### src/card_pkg.sv
package card_pkg;

    localparam int NUM_SERVERS = 4;
    localparam int COST_ROWS   = 4;
    localparam int IDX_W       = $clog2(NUM_SERVERS);
    localparam int CNT_W       = $clog2(NUM_SERVERS + 1);

    localparam int SRV_W    = 2;
    localparam int STATUS_W = 2;
    localparam int LOAD_W   = 8;
    localparam int SIU_W    = 3;
    localparam int CFG_IDX_W  = 3;
    localparam int CFG_DATA_W = 32;

    localparam logic [LOAD_W-1:0] NO_LINK     = 8'hFF;
    localparam logic [SIU_W-1:0]  SIU_RESET   = 3'd4;
    localparam logic [LOAD_W-1:0] LIMIT_RESET = 8'd16;

    // register indexes
    localparam logic [CFG_IDX_W-1:0] CFG_SERVERS_IN_USE = 3'd0;
    localparam logic [CFG_IDX_W-1:0] CFG_LOAD_LIMIT     = 3'd1;
    localparam logic [CFG_IDX_W-1:0] CFG_COST_ROW_0     = 3'd2;

    // commands
    localparam logic CMD_DISPATCH = 1'b0;
    localparam logic CMD_COMPLETE = 1'b1;

    // status codes
    localparam logic [STATUS_W-1:0] ST_OK   = 2'd0;
    localparam logic [STATUS_W-1:0] ST_NONE = 2'd1;
    localparam logic [STATUS_W-1:0] ST_BAD  = 2'd2;

    // microcode
    typedef logic [2:0] step_t;

    localparam step_t S_IDLE   = 3'd0;
    localparam step_t S_BRANCH = 3'd1;
    localparam step_t S_SCAN   = 3'd2;
    localparam step_t S_DISP   = 3'd3;
    localparam step_t S_COMPL  = 3'd4;

    typedef enum logic [2:0] {
        OP_NOP,
        OP_ACCEPT,
        OP_SCAN,
        OP_DISP,
        OP_COMPL
    } op_t;

    typedef enum logic [1:0] {
        WAIT_NONE,
        WAIT_IN,
        WAIT_OUT
    } wait_t;

    typedef enum logic [1:0] {
        JMP_NEVER,
        JMP_ALWAYS,
        JMP_CMD,
        JMP_SCAN
    } jmp_t;

    typedef struct packed {
        op_t   op;
        wait_t wt;
        jmp_t  jc;
        step_t target;
    } ctrl_t;

    function automatic ctrl_t ucode(input step_t step);
        ctrl_t cw;
        case (step)
            S_IDLE:   cw = '{op: OP_ACCEPT, wt: WAIT_IN,   jc: JMP_NEVER,  target: S_IDLE};
            S_BRANCH: cw = '{op: OP_NOP,    wt: WAIT_NONE, jc: JMP_CMD,    target: S_COMPL};
            S_SCAN:   cw = '{op: OP_SCAN,   wt: WAIT_NONE, jc: JMP_SCAN,   target: S_SCAN};
            S_DISP:   cw = '{op: OP_DISP,   wt: WAIT_OUT,  jc: JMP_ALWAYS, target: S_IDLE};
            S_COMPL:  cw = '{op: OP_COMPL,  wt: WAIT_OUT,  jc: JMP_ALWAYS, target: S_IDLE};
            default:  cw = '{op: OP_NOP,    wt: WAIT_NONE, jc: JMP_ALWAYS, target: S_IDLE};
        endcase
        return cw;
    endfunction

endpackage

### src/card_if.sv
interface card_req_if;
    logic                       valid;
    logic                       ready;
    logic                       command;
    logic [card_pkg::SRV_W-1:0] server;

    modport source (output valid, output command, output server, input ready);
    modport sink (input valid, input command, input server, output ready);
endinterface

interface card_rsp_if;
    logic                          valid;
    logic                          ready;
    logic [card_pkg::SRV_W-1:0]    chosen_server;
    logic [card_pkg::STATUS_W-1:0] status;
    logic [card_pkg::LOAD_W-1:0]   new_load;

    modport source (output valid, output chosen_server, output status, output new_load,
                    input ready);
    modport sink (input valid, input chosen_server, input status, input new_load,
                  output ready);
endinterface

### src/cost_aware_request_dispatcher_unit.sv
// cost-aware request dispatcher
// req channel (valid/ready): one word per command, command 0 dispatches a
// request from the named source server, command 1 completes a request on
// the named server. rsp channel (valid/ready): one word per command with
// chosen_server, status and new_load.
// configuration: cfg_we, cfg_index, cfg_data write one register per edge;
// to be written by the user only while no command is in flight; not enforced.
// timing: a small microcode table steps the datapath. a dispatch runs
// accept, branch, one compare step per active server plus one exit step
// (only the exit step for a source outside the active range), dispatch;
// a completion runs accept, branch, complete.
// one command is in flight at a time; req ready is high only in the idle
// step, so a new command is taken only after the last one has put its
// result in the output register.
// the result sits in an output register; the next command is accepted
// while it waits, and the sequencer only stalls when a new result is due
// and the old one is still not taken.
// reset: all server loads clear, servers_in_use = 4, load_limit = 16,
// all link costs 255 (no link); no clearing pass is needed.
module cost_aware_request_dispatcher_unit (
    input  logic                              clk,
    input  logic                              rst_n,
    card_req_if.sink                          req,
    card_rsp_if.source                        rsp,
    input  logic                              cfg_we,
    input  logic [card_pkg::CFG_IDX_W-1:0]    cfg_index,
    input  logic [card_pkg::CFG_DATA_W-1:0]   cfg_data
);

    // configuration
    logic [card_pkg::SIU_W-1:0]      siu_reg;
    logic [card_pkg::LOAD_W-1:0]     limit_reg;
    logic [card_pkg::CFG_DATA_W-1:0] cost_reg [card_pkg::COST_ROWS];

    // sequencer
    card_pkg::step_t step_reg, step_next;
    card_pkg::ctrl_t cw;

    // datapath
    logic                         cmd_reg, cmd_next;
    logic [card_pkg::SRV_W-1:0]   srv_reg, srv_next;
    logic [card_pkg::CNT_W-1:0]   idx_reg, idx_next;
    logic                         have_reg, have_next;
    logic [card_pkg::IDX_W-1:0]   pick_reg, pick_next;
    logic [card_pkg::LOAD_W-1:0]  pick_load_reg, pick_load_next;
    logic [card_pkg::LOAD_W-1:0]  best_reg, best_next;
    logic [card_pkg::LOAD_W-1:0]  load_reg [card_pkg::NUM_SERVERS];

    logic                            rsp_valid_reg, rsp_valid_next;
    logic [card_pkg::SRV_W-1:0]      chosen_reg, chosen_next;
    logic [card_pkg::STATUS_W-1:0]   status_reg, status_next;
    logic [card_pkg::LOAD_W-1:0]     new_load_reg, new_load_next;

    logic [card_pkg::CNT_W-1:0]      active;
    logic [card_pkg::IDX_W-1:0]      rd_addr;
    logic [card_pkg::LOAD_W-1:0]     rd_load;
    logic [card_pkg::CFG_DATA_W-1:0] row;
    logic [card_pkg::LOAD_W-1:0]     cost_i;
    logic                            src_ok;
    logic                            scan_cont;
    logic                            take;
    logic                            slot_free;
    logic                            hold;
    logic                            jump;
    logic                            wr_en;
    logic [card_pkg::IDX_W-1:0]      wr_addr;
    logic [card_pkg::LOAD_W-1:0]     wr_data;

    assign cw = card_pkg::ucode(step_reg);

    assign active = (int'(siu_reg) > card_pkg::NUM_SERVERS)
                  ? card_pkg::CNT_W'(card_pkg::NUM_SERVERS)
                  : card_pkg::CNT_W'(siu_reg);

    assign src_ok    = card_pkg::CNT_W'(srv_reg) < active;
    assign scan_cont = src_ok && (idx_reg < active);

    assign rd_addr = (cw.op == card_pkg::OP_SCAN) ? idx_reg[card_pkg::IDX_W-1:0]
                                                  : card_pkg::IDX_W'(srv_reg);
    assign rd_load = load_reg[rd_addr];

    assign row    = cost_reg[srv_reg];
    assign cost_i = (int'(idx_reg) < card_pkg::COST_ROWS)
                  ? row[{idx_reg[1:0], 3'b000} +: 8] : card_pkg::NO_LINK;

    assign take = scan_cont
               && (idx_reg != card_pkg::CNT_W'(srv_reg))
               && (cost_i != card_pkg::NO_LINK)
               && (rd_load < limit_reg)
               && (!have_reg || (rd_load < pick_load_reg))
               && (cost_i < best_reg);

    assign slot_free = !rsp_valid_reg || rsp.ready;

    assign req.ready = (cw.wt == card_pkg::WAIT_IN);

    always_comb
    begin
        case (cw.wt)
            card_pkg::WAIT_IN:  hold = !req.valid;
            card_pkg::WAIT_OUT: hold = !slot_free;
            default:            hold = 1'b0;
        endcase
        case (cw.jc)
            card_pkg::JMP_ALWAYS: jump = 1'b1;
            card_pkg::JMP_CMD:    jump = (cmd_reg == card_pkg::CMD_COMPLETE);
            card_pkg::JMP_SCAN:   jump = scan_cont;
            default:              jump = 1'b0;
        endcase
        if (hold)
            step_next = step_reg;
        else if (jump)
            step_next = cw.target;
        else
            step_next = step_reg + 3'd1;
    end

    always_comb
    begin
        cmd_next       = cmd_reg;
        srv_next       = srv_reg;
        idx_next       = idx_reg;
        have_next      = have_reg;
        pick_next      = pick_reg;
        pick_load_next = pick_load_reg;
        best_next      = best_reg;
        chosen_next    = chosen_reg;
        status_next    = status_reg;
        new_load_next  = new_load_reg;
        rsp_valid_next = rsp_valid_reg && !rsp.ready;
        wr_en          = 1'b0;
        wr_addr        = card_pkg::IDX_W'(srv_reg);
        wr_data        = rd_load - 8'd1;
        case (cw.op)
            card_pkg::OP_ACCEPT:
            begin
                if (req.valid)
                begin
                    cmd_next  = req.command;
                    srv_next  = req.server;
                    idx_next  = '0;
                    have_next = 1'b0;
                    best_next = card_pkg::NO_LINK;
                end
            end
            card_pkg::OP_SCAN:
            begin
                if (scan_cont)
                    idx_next = idx_reg + 1'b1;
                if (take)
                begin
                    have_next      = 1'b1;
                    best_next      = cost_i;
                    pick_next      = idx_reg[card_pkg::IDX_W-1:0];
                    pick_load_next = rd_load;
                end
            end
            card_pkg::OP_DISP:
            begin
                if (slot_free)
                begin
                    rsp_valid_next = 1'b1;
                    if (have_reg)
                    begin
                        wr_en         = 1'b1;
                        wr_addr       = pick_reg;
                        wr_data       = pick_load_reg + 8'd1;
                        chosen_next   = card_pkg::SRV_W'(pick_reg);
                        status_next   = card_pkg::ST_OK;
                        new_load_next = pick_load_reg + 8'd1;
                    end
                    else
                    begin
                        chosen_next   = '0;
                        status_next   = card_pkg::ST_NONE;
                        new_load_next = '0;
                    end
                end
            end
            card_pkg::OP_COMPL:
            begin
                if (slot_free)
                begin
                    rsp_valid_next = 1'b1;
                    if (src_ok && (rd_load != '0))
                    begin
                        wr_en         = 1'b1;
                        chosen_next   = srv_reg;
                        status_next   = card_pkg::ST_OK;
                        new_load_next = rd_load - 8'd1;
                    end
                    else
                    begin
                        chosen_next   = '0;
                        status_next   = card_pkg::ST_BAD;
                        new_load_next = '0;
                    end
                end
            end
            default:
            begin
            end
        endcase
    end

    always_ff @(posedge clk or negedge rst_n)
    begin
        if (!rst_n)
        begin
            siu_reg   <= card_pkg::SIU_RESET;
            limit_reg <= card_pkg::LIMIT_RESET;
            for (int r = 0; r < card_pkg::COST_ROWS; r++)
                cost_reg[r] <= '1;
        end
        else if (cfg_we)
        begin
            if (cfg_index == card_pkg::CFG_SERVERS_IN_USE)
                siu_reg <= cfg_data[card_pkg::SIU_W-1:0];
            else if (cfg_index == card_pkg::CFG_LOAD_LIMIT)
                limit_reg <= cfg_data[card_pkg::LOAD_W-1:0];
            else
            begin
                for (int r = 0; r < card_pkg::COST_ROWS; r++)
                begin
                    if (int'(cfg_index) == int'(card_pkg::CFG_COST_ROW_0) + r)
                        cost_reg[r] <= cfg_data;
                end
            end
        end
    end

    always_ff @(posedge clk or negedge rst_n)
    begin
        if (!rst_n)
        begin
            step_reg      <= card_pkg::S_IDLE;
            rsp_valid_reg <= 1'b0;
            for (int s = 0; s < card_pkg::NUM_SERVERS; s++)
                load_reg[s] <= '0;
        end
        else
        begin
            step_reg      <= step_next;
            rsp_valid_reg <= rsp_valid_next;
            if (wr_en)
                load_reg[wr_addr] <= wr_data;
        end
    end

    always_ff @(posedge clk)
    begin
        cmd_reg       <= cmd_next;
        srv_reg       <= srv_next;
        idx_reg       <= idx_next;
        have_reg      <= have_next;
        pick_reg      <= pick_next;
        pick_load_reg <= pick_load_next;
        best_reg      <= best_next;
        chosen_reg    <= chosen_next;
        status_reg    <= status_next;
        new_load_reg  <= new_load_next;
    end

    assign rsp.valid         = rsp_valid_reg;
    assign rsp.chosen_server = chosen_reg;
    assign rsp.status        = status_reg;
    assign rsp.new_load      = new_load_reg;

endmodule

### src/flat_wrapper.sv
// flat-port wrapper written by rule: the top's interface ports become plain ports
module cost_aware_request_dispatcher_unit_flat 
  (clk, rst_n, cfg_we, cfg_index, cfg_data, req_valid, req_command, req_server, req_ready, rsp_valid, rsp_chosen_server, rsp_status, rsp_new_load, rsp_ready);
  card_req_if req_i ();
  card_rsp_if rsp_i ();
  input  logic clk;
  input  logic rst_n;
  input  logic cfg_we;
  input  logic [card_pkg::CFG_IDX_W-1:0] cfg_index;
  input  logic [card_pkg::CFG_DATA_W-1:0] cfg_data;
  input wire logic [$bits(req_i.valid)-1:0] req_valid;
  input wire logic [$bits(req_i.command)-1:0] req_command;
  input wire logic [$bits(req_i.server)-1:0] req_server;
  output wire logic [$bits(req_i.ready)-1:0] req_ready;
  output wire logic [$bits(rsp_i.valid)-1:0] rsp_valid;
  output wire logic [$bits(rsp_i.chosen_server)-1:0] rsp_chosen_server;
  output wire logic [$bits(rsp_i.status)-1:0] rsp_status;
  output wire logic [$bits(rsp_i.new_load)-1:0] rsp_new_load;
  input wire logic [$bits(rsp_i.ready)-1:0] rsp_ready;
  assign req_i.valid = req_valid;
  assign req_i.command = req_command;
  assign req_i.server = req_server;
  assign req_ready = req_i.ready;
  assign rsp_valid = rsp_i.valid;
  assign rsp_chosen_server = rsp_i.chosen_server;
  assign rsp_status = rsp_i.status;
  assign rsp_new_load = rsp_i.new_load;
  assign rsp_i.ready = rsp_ready;
  cost_aware_request_dispatcher_unit u_core (.clk(clk), .rst_n(rst_n), .req(req_i), .rsp(rsp_i), .cfg_we(cfg_we), .cfg_index(cfg_index), .cfg_data(cfg_data));
endmodule
### config.mk
export PLATFORM = sky130hd
export DESIGN_NAME = cost_aware_request_dispatcher_unit_flat
export DESIGN_NICKNAME = d
export VERILOG_FILES = /design/src/card_pkg.sv /design/src/card_if.sv /design/src/cost_aware_request_dispatcher_unit.sv /design/src/flat_wrapper.sv
export SDC_FILE = /design/constraint.sdc
export NUM_CORES = 1
export LEC_CHECK = 0
export ABC_CLOCK_PERIOD_IN_PS = 7200
export BUFFER_PORTS_ARGS = -buffer_cell sky130_fd_sc_hd__buf_2
export CAP_MARGIN = 20
export CORE_ASPECT_RATIO = 1.2
export CORE_MARGIN = 3
export CORE_UTILIZATION = 62
export DETAILED_ROUTE_END_ITERATION = 8
export HOLD_SLACK_MARGIN = 0.12
export MAX_ROUTING_LAYER = met4
export PLACE_DENSITY = 0.91
export SYNTH_ARGS = -nofsm -noshare
export SYNTH_HDL_FRONTEND = slang
export SYNTH_SLANG_ARGS = --single-unit
### constraint.sdc
create_clock -name clk -period 7.2 [get_ports clk]
set_input_delay 1.44 -clock clk [delete_from_list [all_inputs] [get_ports clk]]
set_output_delay 1.44 -clock clk [all_outputs]
set_load 0.005 [all_outputs]
# After elaboration in Yosys (flattened, before gate mapping)
# Cells that the tools add are included.
# totals
reg_bits,212
input_bits,43
# op_classes
bitwise,5
n_eq_ne,25
muxes,53
order_cmp,11
n_shift,1
reduce_logical,33
add_sub_neg,4
# op_table
operator,count
two-way mux 8 bit,13
binary-select mux 32 bit (select 2 bit),1
two-way mux 32 bit,2
one-hot mux 10 bit (5 select lines),1
bitwise mux 32 bit,1
one-hot mux 8 bit (2 select lines),2
variable part select 32 x 6 -> 8 bit,1
less-than comparator 8 bit,3
two-way mux 2 bit,11
== test 3 bit (second input constant),6
binary-select mux 8 bit (select 2 bit),1
demux 8 bit (select 2 bit),1
AND reduction 4 bit,4
== test 3 x 2 -> 1 bit (second input constant),4
two-way mux 3 bit,4
AND reduction 3 bit,4
== test 3 x 1 -> 1 bit (second input constant),3
>= comparator 3 bit (second input constant),3
logical AND 1 bit,9
two-way mux 1 bit,9
NOT 2 -> 3 bit,3
adder 8 x 1 -> 8 bit (second input constant),1
!= test 2 x 1 -> 1 bit (second input constant),4
!= test 8 bit (second input constant),1
23 further kinds,40

# Logic depth before layout (Yosys ltp)
# Gate-level depths: netlist of the first run.
# depth
word_depth,14
mapped_depth,16
depth_no_buf,15

# Worst setup path before layout of the first run
# OpenSTA, ideal clock, no wires.
# synth_timing
kind,register -> register
startpoint,reg u_core.srv_reg[0] (netlist name)
endpoint,"reg u_core.best_reg[0] (netlist name), enable pin"
path_slack_ps,1026
arrival_time_ps,5833
path_stages_with_launch,15
path_buffers,3
period_less_slack_ps,6174
required_time_ps,6859
path_cell_list,edfxtp_1 > buf_1 > clkbuf_1 > clkbuf_1 > mux4_2 > mux2_2 > a21oi_1 > o21ai_0 > ha_1 > o21ai_0 > nand2b_1 > a21oi_1 > a211oi_1 > a2111oi_0 > nand2b_1
# synth_via
elab_chain_cells,13
elab_cells_between_ends,26
classes_between,order compare (4); eq/ne (3); shift (1); mux (8); bitwise (2); reduce/logical (8)
# synth_rtl
item,line_no,text
"start, declared",cost_aware_request_dispatcher_unit.sv:41,"logic [card_pkg::SRV_W-1:0] srv_reg, srv_next;"
"start signal, assigned",cost_aware_request_dispatcher_unit.sv:253,srv_reg <= srv_next;
NOT 2 -> 3 bit (implied by the code) *,cost_aware_request_dispatcher_unit.sv:82,assign row = cost_reg[srv_reg];
binary-select mux 32 bit (select 2 bit) *,cost_aware_request_dispatcher_unit.sv:82,
two-way mux 32 bit (implied by the code) * (2 in a row),cost_aware_request_dispatcher_unit.sv:82,
variable part select 32 x 6 -> 8 bit *,cost_aware_request_dispatcher_unit.sv:84,"? row[{idx_reg[1:0], 3'b000} +: 8] : card_pkg::NO_LINK;"
two-way mux 8 bit *,cost_aware_request_dispatcher_unit.sv:84,
via u_core.cost_i (one bit),cost_aware_request_dispatcher_unit.sv:58,logic [card_pkg::LOAD_W-1:0] cost_i;
branches (longest 4 deep; another with less-than comparator 8 bit),n/a,
logical AND 1 bit *,cost_aware_request_dispatcher_unit.sv:91,&& (cost_i < best_reg);
!= test 2 x 1 -> 1 bit (no line) *,n/a,
AND reduction 3 bit (no line) *,n/a,
"end signal, assigned",cost_aware_request_dispatcher_unit.sv:258,best_reg <= best_next;
"end, declared",cost_aware_request_dispatcher_unit.sv:46,"logic [card_pkg::LOAD_W-1:0] best_reg, best_next;"
# Mark *: on every way through the listed nets, which the timed path passes. The select of a mux whose other input is x is not followed.
# A chain may end at the register's enable or synchronous reset.

# Worst setup path after layout of the first run
# layout_timing
startpoint,reg u_core.step_reg[0]
endpoint,"reg u_core.best_reg[2] (netlist name), enable pin"
# layout_via
elab_chain_cells,14
elab_cells_between_ends,23
classes_between,order compare (2); eq/ne (8); mux (5); bitwise (1); reduce/logical (7)
# layout_rtl
item,line_no,text
"start, declared",cost_aware_request_dispatcher_unit.sv:36,"card_pkg::step_t step_reg, step_next;"
"start signal, assigned",cost_aware_request_dispatcher_unit.sv:236,step_reg <= card_pkg::S_IDLE;
"start signal, assigned",cost_aware_request_dispatcher_unit.sv:243,step_reg <= step_next;
== test 3 bit (tied with other cells),card_pkg.sv:72,case (step)
one-hot mux 10 bit (5 select lines) *,card_pkg.sv:72,
== test 3 x 2 -> 1 bit *,cost_aware_request_dispatcher_unit.sv:78,assign rd_addr = (cw.op == card_pkg::OP_SCAN) ? idx_reg[card_pkg::IDX_W-1:0]
two-way mux 2 bit *,cost_aware_request_dispatcher_unit.sv:78,
NOT 2 -> 3 bit (implied by the code) *,cost_aware_request_dispatcher_unit.sv:80,assign rd_load = load_reg[rd_addr];
binary-select mux 8 bit (select 2 bit) *,cost_aware_request_dispatcher_unit.sv:80,
two-way mux 8 bit (implied by the code) * (2 in a row),cost_aware_request_dispatcher_unit.sv:80,
via u_core.rd_load (one bit),cost_aware_request_dispatcher_unit.sv:56,logic [card_pkg::LOAD_W-1:0] rd_load;
less-than comparator 8 bit (on tied branches),"cost_aware_request_dispatcher_unit.sv:89, cost_aware_request_dispatcher_unit.sv:90",
logical AND 1 bit / logical OR 1 bit (equally long branches),"cost_aware_request_dispatcher_unit.sv:89, cost_aware_request_dispatcher_unit.sv:90",
logical AND 1 bit *,cost_aware_request_dispatcher_unit.sv:90,&& (!have_reg || (rd_load < pick_load_reg))
logical AND 1 bit *,cost_aware_request_dispatcher_unit.sv:91,
!= test 2 x 1 -> 1 bit (no line) *,n/a,
AND reduction 3 bit (no line) *,n/a,
# The timed path passes the listed nets; every way through them passes the cells marked *. The select of a mux whose other input is x is not followed.

==> impl.org, run 1 <==
** STA
- Total Negative Setup Slacks :: 0 ps
- Tcrit/Tclk final :: 74.5%
- Max Slew Vio Count :: 0
- Actual transition at the worst max-transition pin :: 1070 ps
- Setup repair after global routing left no endpoint under its margin.
- Clk_skew :: 14.3 ps
- Setup violations remaining at the end of the flow were counted as 0.
- Static timing analysis puts the maximum clock frequency at 186 MHz.
- The final count of hold timing violations came to 0.
- The clock period could shrink to 5360 ps.
- Max transition margin :: 29.0%

** Global route
- Summed over all layers, the global routing overflow is 0.
- The initial antenna violation count is 2.
- Global routing used 26.6% of the available tracks.
- Global-route wire length before repair :: 38900 um
- Maximum number of pins on one net before global-route repair :: 121
- Number of global-route vias before repair :: 7287

** Die
- The floorplan step defined a die boundary enclosing 0.0191 mm2.
- The region available for standard cell placement spans 0.0170 mm2.
- # IOs :: 57
- Starting density of the core :: 63.7%
- Die span in x :: 127 um
- The floorplan step set the die height to 151 um.
- Row generation in the floorplan step produced 52 rows.

** Power
- Net switching is 33.3% of the power.
- Power density relative to cell area :: 380 mW/mm2
- Power, Total :: 0.00458 W
- For this design the total switching power over the nets is 0.00152 W.
- Reported leakage power :: 4.99 nW
- Registers are responsible for 41.2% of the overall power.
- Internal power comes to 0.00306 W.
- The clock network burns 23.5% of the power.
- Logic gate share of total power :: 35.4%
- VDD IR max :: 231 uV

** Clock network
- Clock Root Buffer :: sky130_fd_sc_hd__clkbuf_16
- In this run the number of H-tree levels came out at 1.
- The longest clock path from root to sink contains 3 buffers.
- TritonCTS clock tree :: yes
- Clock slew seen by the registers of the worst setup and hold paths :: 60 ps
- Once the clock tree was built, the resizer swapped 0 gates to a different size.
- Clock latency on the worst-skew pair :: 510 ps
- Buffers inserted to repair hold after CTS numbered 0.
- The number of clock buffers added by TritonCTS is 22.
- The clock drives 212 sinks.
- Number of buffers inserted to repair setup after CTS :: 0

** Hold path
- WHS Path Cells :: 1
- The min-delay analysis places its worst path in the category flip-flop to flip-flop.

** Synthesis
- The average instance in the mapped netlist occupies 13.7 um2.
- Share of the synthesized area in the top cell type :: 31.5%
- The synthesized netlist devotes 3.80% of its cell area to adder and majority cells.
- Complex-gate fraction of the synthesized area :: 6.05%
- Share of the synthesized netlist area taken by xor and xnor gates :: 1.05%
- For this run, asynchronously set or reset flops after synthesis account for 82.5%.
- Post-synth design cell area :: 0.0109 mm2
- The number of nets handed over by synthesis was 871.
- Post-synthesis mux area share :: 27.0%
- After synthesis, flip-flops and latches occupy 52.1% of the total area.
- Ranked by instance count, the synthesized netlist is headed by sky130_fd_sc_hd__mux2_2, sky130_fd_sc_hd__dfstp_2, sky130_fd_sc_hd__inv_1, sky130_fd_sc_hd__dfrtp_1, sky130_fd_sc_hd__mux4_2.
- Post-synth EDFFs :: 37
- Counting every instance in the synthesized netlist gives 795.
- The synthesized netlist contains 66 unique library cells.
- After synthesis the netlist holds a flip-flop and latch count of 212.
- Sorting the synthesized cells by area gives the leading types as sky130_fd_sc_hd__dfstp_2, sky130_fd_sc_hd__mux2_2, sky130_fd_sc_hd__dfrtp_1, sky130_fd_sc_hd__edfxtp_1, sky130_fd_sc_hd__mux4_2.
- Synth Warn # :: 0
- The biggest area contributor in the post-synthesis netlist is sky130_fd_sc_hd__dfstp_2.
- For this run, the leading register cell type out of synthesis is sky130_fd_sc_hd__dfstp_2.
- By area, the combinational part of the netlist is dominated by multiplexers.
- Post-Synth Simple-Gate Area :: 6.54%
- The most common cell in the synthesized netlist is sky130_fd_sc_hd__mux2_2.

** Routing
- Total vias in the final route :: 6886
- In this run the remaining antenna-violating nets after routing total 0.
- Dividing the detail-routed wire length by the instance count gives 22.4 um.
- First drt pass iteration count :: 5
- For this block, the routed nets add up to 24300 um of wire.
- Violation count after the first detailed-routing iteration :: 636
- DRC violations left :: 0
- In the routed layout, each cell is associated on average with a via count of 6.35.

** Placement
- In this run the tool buffered the top-level ports with 56 buffer cells.
- DP Area :: 0.0114 mm2
- The HPWL after detailed placement is 16200 um.
- Routability-driven placement finished with a final weighted congestion of 0.934.

** Setup path
- Walking the worst path, the cells encountered are ha_1, ha_1, or3_1, inv_8, mux2i_1, mux4_1, ha_1, and4_1, nand3_1, o31ai_1, nor4_1, o2111ai_1, a2111oi_2, buf_4, nand2b_1.
- The worst register-to-register path has a depth of 15.
- The critical path crosses 15 cells after its start point.
- STA puts the critical path data arrival time at 5530 ps.
- Cell with the biggest individual delay on the critical path :: sky130_fd_sc_hd__mux2i_1
- Counting both buffers and inverters, the worst setup path holds a total of 2.
- On the critical path the largest part of the delay comes from simple AND/OR/NAND/NOR gates.
- Type of the setup path with the least slack :: flip-flop to flip-flop
- Data on the critical path is required at its endpoint by 7370 ps.
- The worst setup path is launched from a flip-flop.
- By instance count, the cell type seen most on the critical path is sky130_fd_sc_hd__ha_1.
- Crit path max fanout :: 13
- Type of destination of the critical path :: flip-flop
- On the worst path, the slowest cell contributes a delay of 730 ps.

** Final layout
- From synthesis to final layout, the design area changed by 11.0%.
- Cells fill 70.7% of the core in the end.
- Nets@finish :: 927
- Max reg flops :: 128
- Fraction of layout instances using a drive strength above 1 :: 50.6%
- Design area :: 0.0121 mm2

** Status
- Status :: complete, no violations

** Run
- Across the run, the number of max-cap violations was 0.
==> final cells by class <==
cell class	count	area [um2]
Antenna cell	2	5.00
Clock buffer	38	662
Clock inverter	2	21.3
Fill cell	1111	4990
Inverter	52	208
Multi-Input combinational cell	495	4850
Sequential cell	212	5650
Tap cell	216	270
Timing Repair Buffer	68	393
==> cells in the final DEF (no fill, tap or decap), types with 3 or more instances in the layout <==
| cell | count |
|---|---|
| sky130_fd_sc_hd__mux2_2 | 148 |
| sky130_fd_sc_hd__dfstp_2 | 130 |
| sky130_fd_sc_hd__buf_2 | 55 |
| sky130_fd_sc_hd__inv_1 | 50 |
| sky130_fd_sc_hd__dfrtp_1 | 45 |
| sky130_fd_sc_hd__mux4_2 | 40 |
| sky130_fd_sc_hd__edfxtp_1 | 37 |
| sky130_fd_sc_hd__ha_1 | 33 |
| sky130_fd_sc_hd__nand2_1 | 29 |
| sky130_fd_sc_hd__nor2_1 | 25 |
| sky130_fd_sc_hd__clkbuf_16 | 23 |
| sky130_fd_sc_hd__o21ai_0 | 20 |
| sky130_fd_sc_hd__nor3_1 | 19 |
| sky130_fd_sc_hd__mux2i_1 | 18 |
| sky130_fd_sc_hd__a21oi_1 | 17 |
| sky130_fd_sc_hd__nand3_1 | 12 |
| sky130_fd_sc_hd__clkbuf_1 | 12 |
| sky130_fd_sc_hd__xnor2_1 | 11 |
| sky130_fd_sc_hd__a31oi_1 | 11 |
| sky130_fd_sc_hd__a21o_1 | 10 |
| sky130_fd_sc_hd__buf_4 | 10 |
| sky130_fd_sc_hd__nand2b_1 | 9 |
| sky130_fd_sc_hd__or2_2 | 8 |
| sky130_fd_sc_hd__o22ai_1 | 8 |
| sky130_fd_sc_hd__a22o_1 | 5 |
| sky130_fd_sc_hd__mux4_1 | 4 |
| sky130_fd_sc_hd__a211oi_1 | 4 |
| sky130_fd_sc_hd__o21a_1 | 4 |
| sky130_fd_sc_hd__mux2_4 | 4 |
| sky130_fd_sc_hd__nand2_2 | 3 |
| sky130_fd_sc_hd__o21bai_1 | 3 |
| sky130_fd_sc_hd__nor3b_1 | 3 |
| sky130_fd_sc_hd__nand4_1 | 3 |
| sky130_fd_sc_hd__o31ai_1 | 3 |
| sky130_fd_sc_hd__nor4_1 | 3 |
| sky130_fd_sc_hd__clkbuf_8 | 3 |
==> through the flow <==
| step | std cells | hold slack, ps | setup WS [ps] |
|---|---|---|---|
| after floorplan | 795 | 458 | 1030 |
| after global placement | 1042 | 481 | 2060 |
| after detailed placement | 1042 | 498 | 1870 |
| after CTS | 1082 | 511 | 1860 |
| after global routing | 1085 | 527 | 1560 |
| final | 1085 | 512 | 1840 |
==> per-layer routing <==
metal | global-route usage, % | share of wire [%] | vias up
met1 | 32.0 | 39 | 3507
met3 | 3.77 | 5.7 | 60
met4 | 7.94 | 3.0 | 0
met2 | 47.1 | 53 | 253
li1 | - | - | 3066
met5 | - | 0 | -
==> cell families (layout without fill, tap and decap cells) <==
group	count (synthesis)	in the layout
fa+ha+maj	33	33
mux	215	215
other cells	0	2
xor+xnor	13	13
compound gates	99	99
simple gates	135	135
buf+inv	88	160
flops	212	212
==> final timing paths <==
| kind | startpoint | endpoint | slack, ps |
|---|---|---|---|
| max | u_core.step_reg[0]$_DFFE_PN0N_ | u_core.best_reg[2]$_SDFFCE_PN1P_ | 1840 |
| max reg2reg | u_core.step_reg[0]$_DFFE_PN0N_ | u_core.best_reg[2]$_SDFFCE_PN1P_ | 1840 |
| max in group asynchronous | rst_n | u_core.load_reg[25]$_DFFE_PN0P_ | 4890 |
| min reg2reg | u_core.load_reg[28]$_DFFE_PN0P_ | u_core.load_reg[28]$_DFFE_PN0P_ | 510 |
| min | u_core.load_reg[28]$_DFFE_PN0P_ | u_core.load_reg[28]$_DFFE_PN0P_ | 510 |
| min in group asynchronous | rst_n | u_core.step_reg[2]$_DFFE_PN0N_ | 1050 |
==> power groups by stage <==
stage	logic, W	clock network [W]	registers [W]
3_3_place_gp	0.00152	0	0.00187
4_1_cts	0.00161	0.00109	0.00188
3_5_place_dp	0.00159	0	0.00189
2_1_floorplan	0.00120	0	0.00180
5_1_grt	0.00176	0.00115	0.00192
6_report	0.00162	0.00107	0.00189
Note: power is estimated with default switching activity, not from simulation.
==> run 2: changes to the inputs <==
- ABC_CLOCK_PERIOD_IN_PS: 7200 -> 5600
- clock period: 7.2 -> 5.6 ns (I/O delays scaled with it)
==> run 2 against run 1 <==
  * Sequential cell count unchanged
  * Critical path type unchanged
  * Design area barely moved
  * Critical endpoint is now u_core.best_reg[6]$_SDFFCE_PN1P_
  * First-iteration DRC count increased by 1.4%
  * Setup slack lost 1500 ps
  * Clock skew increased by 3.1 ps
==> impl.org, run 2 (same netlist as run 1, synthesis figures left out) <==
** Power
- Power density relative to cell area :: 489 mW/mm2
- Reported leakage power :: 5.00 nW
- The worst-case IR drop observed on VDD is 390 uV.

** Global route
- For this run the aggregate overflow at the end of global routing stands at 0.
- Global-route wire length before repair :: 39700 um
- Total routing usage reported by global routing :: 27.0%
- Entering global routing, the biggest net connects 87 pins.
- The via count of the first global-routing pass was 7358.
- Initial antenna violation count :: 0

** Clock network
- TritonCTS built the clock tree.
- Buffers inserted to repair hold after CTS numbered 0.
- Clock Root Buffer :: sky130_fd_sc_hd__clkbuf_16
- Clock latency on the worst-skew pair :: 500 ps
- Post-CTS repair changed the size of 0 cells.
- Worst-case clock buffer depth :: 3
- CTS H-tree lvls :: 1
- Buffers inserted during clock tree synthesis total 22.
- Once the clock tree was built, the setup fixing pass inserted 0 buffers.
- Clock slew seen by the registers of the worst setup and hold paths :: 60 ps
- Clock sink count :: 212

** STA
- For the final database, setup skew stands at 17.4 ps.
- Actual transition at the worst max-transition pin :: 1070 ps
- Setup total negative slack on the finished layout was measured at 0 ps.
- Max Slew Vio Count :: 0
- The worst pin sits at a relative slew slack of 28.1%.
- Timing would allow up to 192 MHz.
- Of the available clock period, the critical path in the final layout requires 93.2%.
- Total setup violations reported at the end of the flow :: 0
- The worst path needs 5220 ps of the cycle, external delays included.
- Setup slack closes at 379 ps.
- Hold is met by 509 ps.
- The final count of hold timing violations was 0.
- Setup repair after global routing left no endpoint under its margin.

** Status
- The run finished with clean final reports.

** Setup path
- The worst setup path is launched from a flip-flop.
- Type of destination of the critical path :: flip-flop
- The critical path is of the flip-flop to flip-flop type.
- Worst EP arrival :: 5370 ps
- Worst R2R End :: u_core.best_reg[6]$_SDFFCE_PN1P_
- Data on the critical path is required at its endpoint by 5750 ps.
- Of all nets on the critical path, the largest fanout is 10.
- R2r worst-path depth :: 15
- Reg2reg setup slack :: 380 ps
- In this run the critical register-to-register path is launched from u_core.step_reg[0]$_DFFE_PN0N_.

** Die
- The floorplan step set the die height to 151 um.
- Die area :: 0.0191 mm2
- Die span in x :: 127 um
- Starting density of the core :: 63.7%
- Floorplan row count :: 52
- Placeable core region :: 0.0170 mm2
- # IOs :: 57

** Final layout
- Fraction of layout instances using a drive strength above 1 :: 50.9%
- After the last flow step, the layout net total stands at 932.
- Most common library cell in the layout ignoring fill and taps :: sky130_fd_sc_hd__mux2_2
- The register with the most flip-flops in the layout has 128 of them.
- The repair_antennas step left the layout with diodes totalling 0.
- The top cell types in the final layout, fill and taps aside, are sky130_fd_sc_hd__mux2_2, sky130_fd_sc_hd__dfstp_2, sky130_fd_sc_hd__buf_2, sky130_fd_sc_hd__inv_1, sky130_fd_sc_hd__dfrtp_1.
- Compared with the post-synthesis result, the final layout area differs by 11.0%.

** Routing
- In this run, the number of DRC markers left after iteration 0 of detailed routing was 645.
- Drt via density :: 6.53
- ANT nets after route :: 0
- Summed over all layers, the routed wires come to 24800 um.
- Avg WL per Cell :: 22.8 um
- First drt pass iteration count :: 5
- After detailed routing, the number of remaining DRC violations is 0.
- Summing over every cut layer, the via total after detailed routing is 7103.

** Placement
- Routability-driven placement congestion ratio :: 1.01
- At the placement stage, the worst setup path has a slack of 472 ps.
- Input and output buffers added on the ports amount to 56.
- Once detailed placement completed, the half-perimeter wirelength came to 17100 um.

** Hold path
- Worst-case hold path end point :: u_core.siu_reg[1]$_DFFE_PN0P_
- Worst hold path type :: flip-flop to flip-flop
- The startpoint identified for the worst hold timing path is u_core.siu_reg[1]$_DFFE_PN0P_.
- Counting instances, the worst hold path has a depth of 1.

** Run
- Number of max-cap violations :: 0
[run 2: stage by stage]
stage	util (%)	instances	instance area [um2]	power, W
6_report	70.7	1088	12100	0.00589
5_1_grt	70.7	1088	12100	0.00618
4_1_cts	70.7	1088	12100	0.00588
3_5_place_dp	66.8	1048	11400	0.00450
3_3_place_gp	66.8	1048	11400	0.00439
2_1_floorplan	-	795	10900	0.00386
[run 2: final cells by class]
| cell class | count | area, um2 |
|---|---|---|
| sequential | 212 | 5650 |
| timing repair buffer | 73 | 414 |
| tap | 216 | 270 |
| clock buffer | 33 | 623 |
| clock inverter | 7 | 40.0 |
| inverter | 52 | 208 |
| fill | 1102 | 4990 |
| multi-input combinational | 495 | 4850 |
[run 2: worst max-delay path, stage by stage, from the launching register on]
cell,delay [ps]
sky130_fd_sc_hd__dfrtp_1,420
sky130_fd_sc_hd__inv_1,100
sky130_fd_sc_hd__ha_1,300
sky130_fd_sc_hd__nand2_2,100
sky130_fd_sc_hd__or3_1,520
sky130_fd_sc_hd__inv_8,170
sky130_fd_sc_hd__mux2i_1,750
sky130_fd_sc_hd__mux4_1,560
sky130_fd_sc_hd__ha_1,370
sky130_fd_sc_hd__and4_1,220
sky130_fd_sc_hd__nand3_1,90
sky130_fd_sc_hd__o31ai_1,70
sky130_fd_sc_hd__nor4_1,210
sky130_fd_sc_hd__o2111ai_1,210
sky130_fd_sc_hd__a2111oi_2,380
sky130_fd_sc_hd__nand2b_1,410
[run 2: worst max path at each step]
| stage | end | start |
|---|---|---|
| after global placement | u_core.best_reg[0]$_SDFFCE_PN1P_ | u_core.step_reg[0]$_DFFE_PN0N_ |
| after floorplan | u_core.best_reg[0]$_SDFFCE_PN1P_ | u_core.srv_reg[0]$_DFFE_PP_ |
| final | u_core.best_reg[6]$_SDFFCE_PN1P_ | u_core.step_reg[0]$_DFFE_PN0N_ |
| after global routing | u_core.best_reg[2]$_SDFFCE_PN1P_ | u_core.step_reg[0]$_DFFE_PN0N_ |
| after CTS | u_core.best_reg[5]$_SDFFCE_PN1P_ | u_core.step_reg[0]$_DFFE_PN0N_ |
| after detailed placement | u_core.best_reg[1]$_SDFFCE_PN1P_ | u_core.step_reg[0]$_DFFE_PN0N_ |
[run 2: power by group]
part	switching [W]	total (W)	internal [W]	leakage, nW
logic	0.00111	0.00207	0.000967	2.45
clock network	0.000584	0.00136	0.000772	0.320
registers	0.000297	0.00246	0.00216	2.22
[run 2: metal layers]
| layer | global-route usage, % | wire length [um] |
|---|---|---|
| met5 | - | 0 |
| met4 | 12.1 | 1180 |
| met3 | 4.27 | 1530 |
| met2 | 44.4 | 12500 |
| met1 | 33.5 | 9620 |
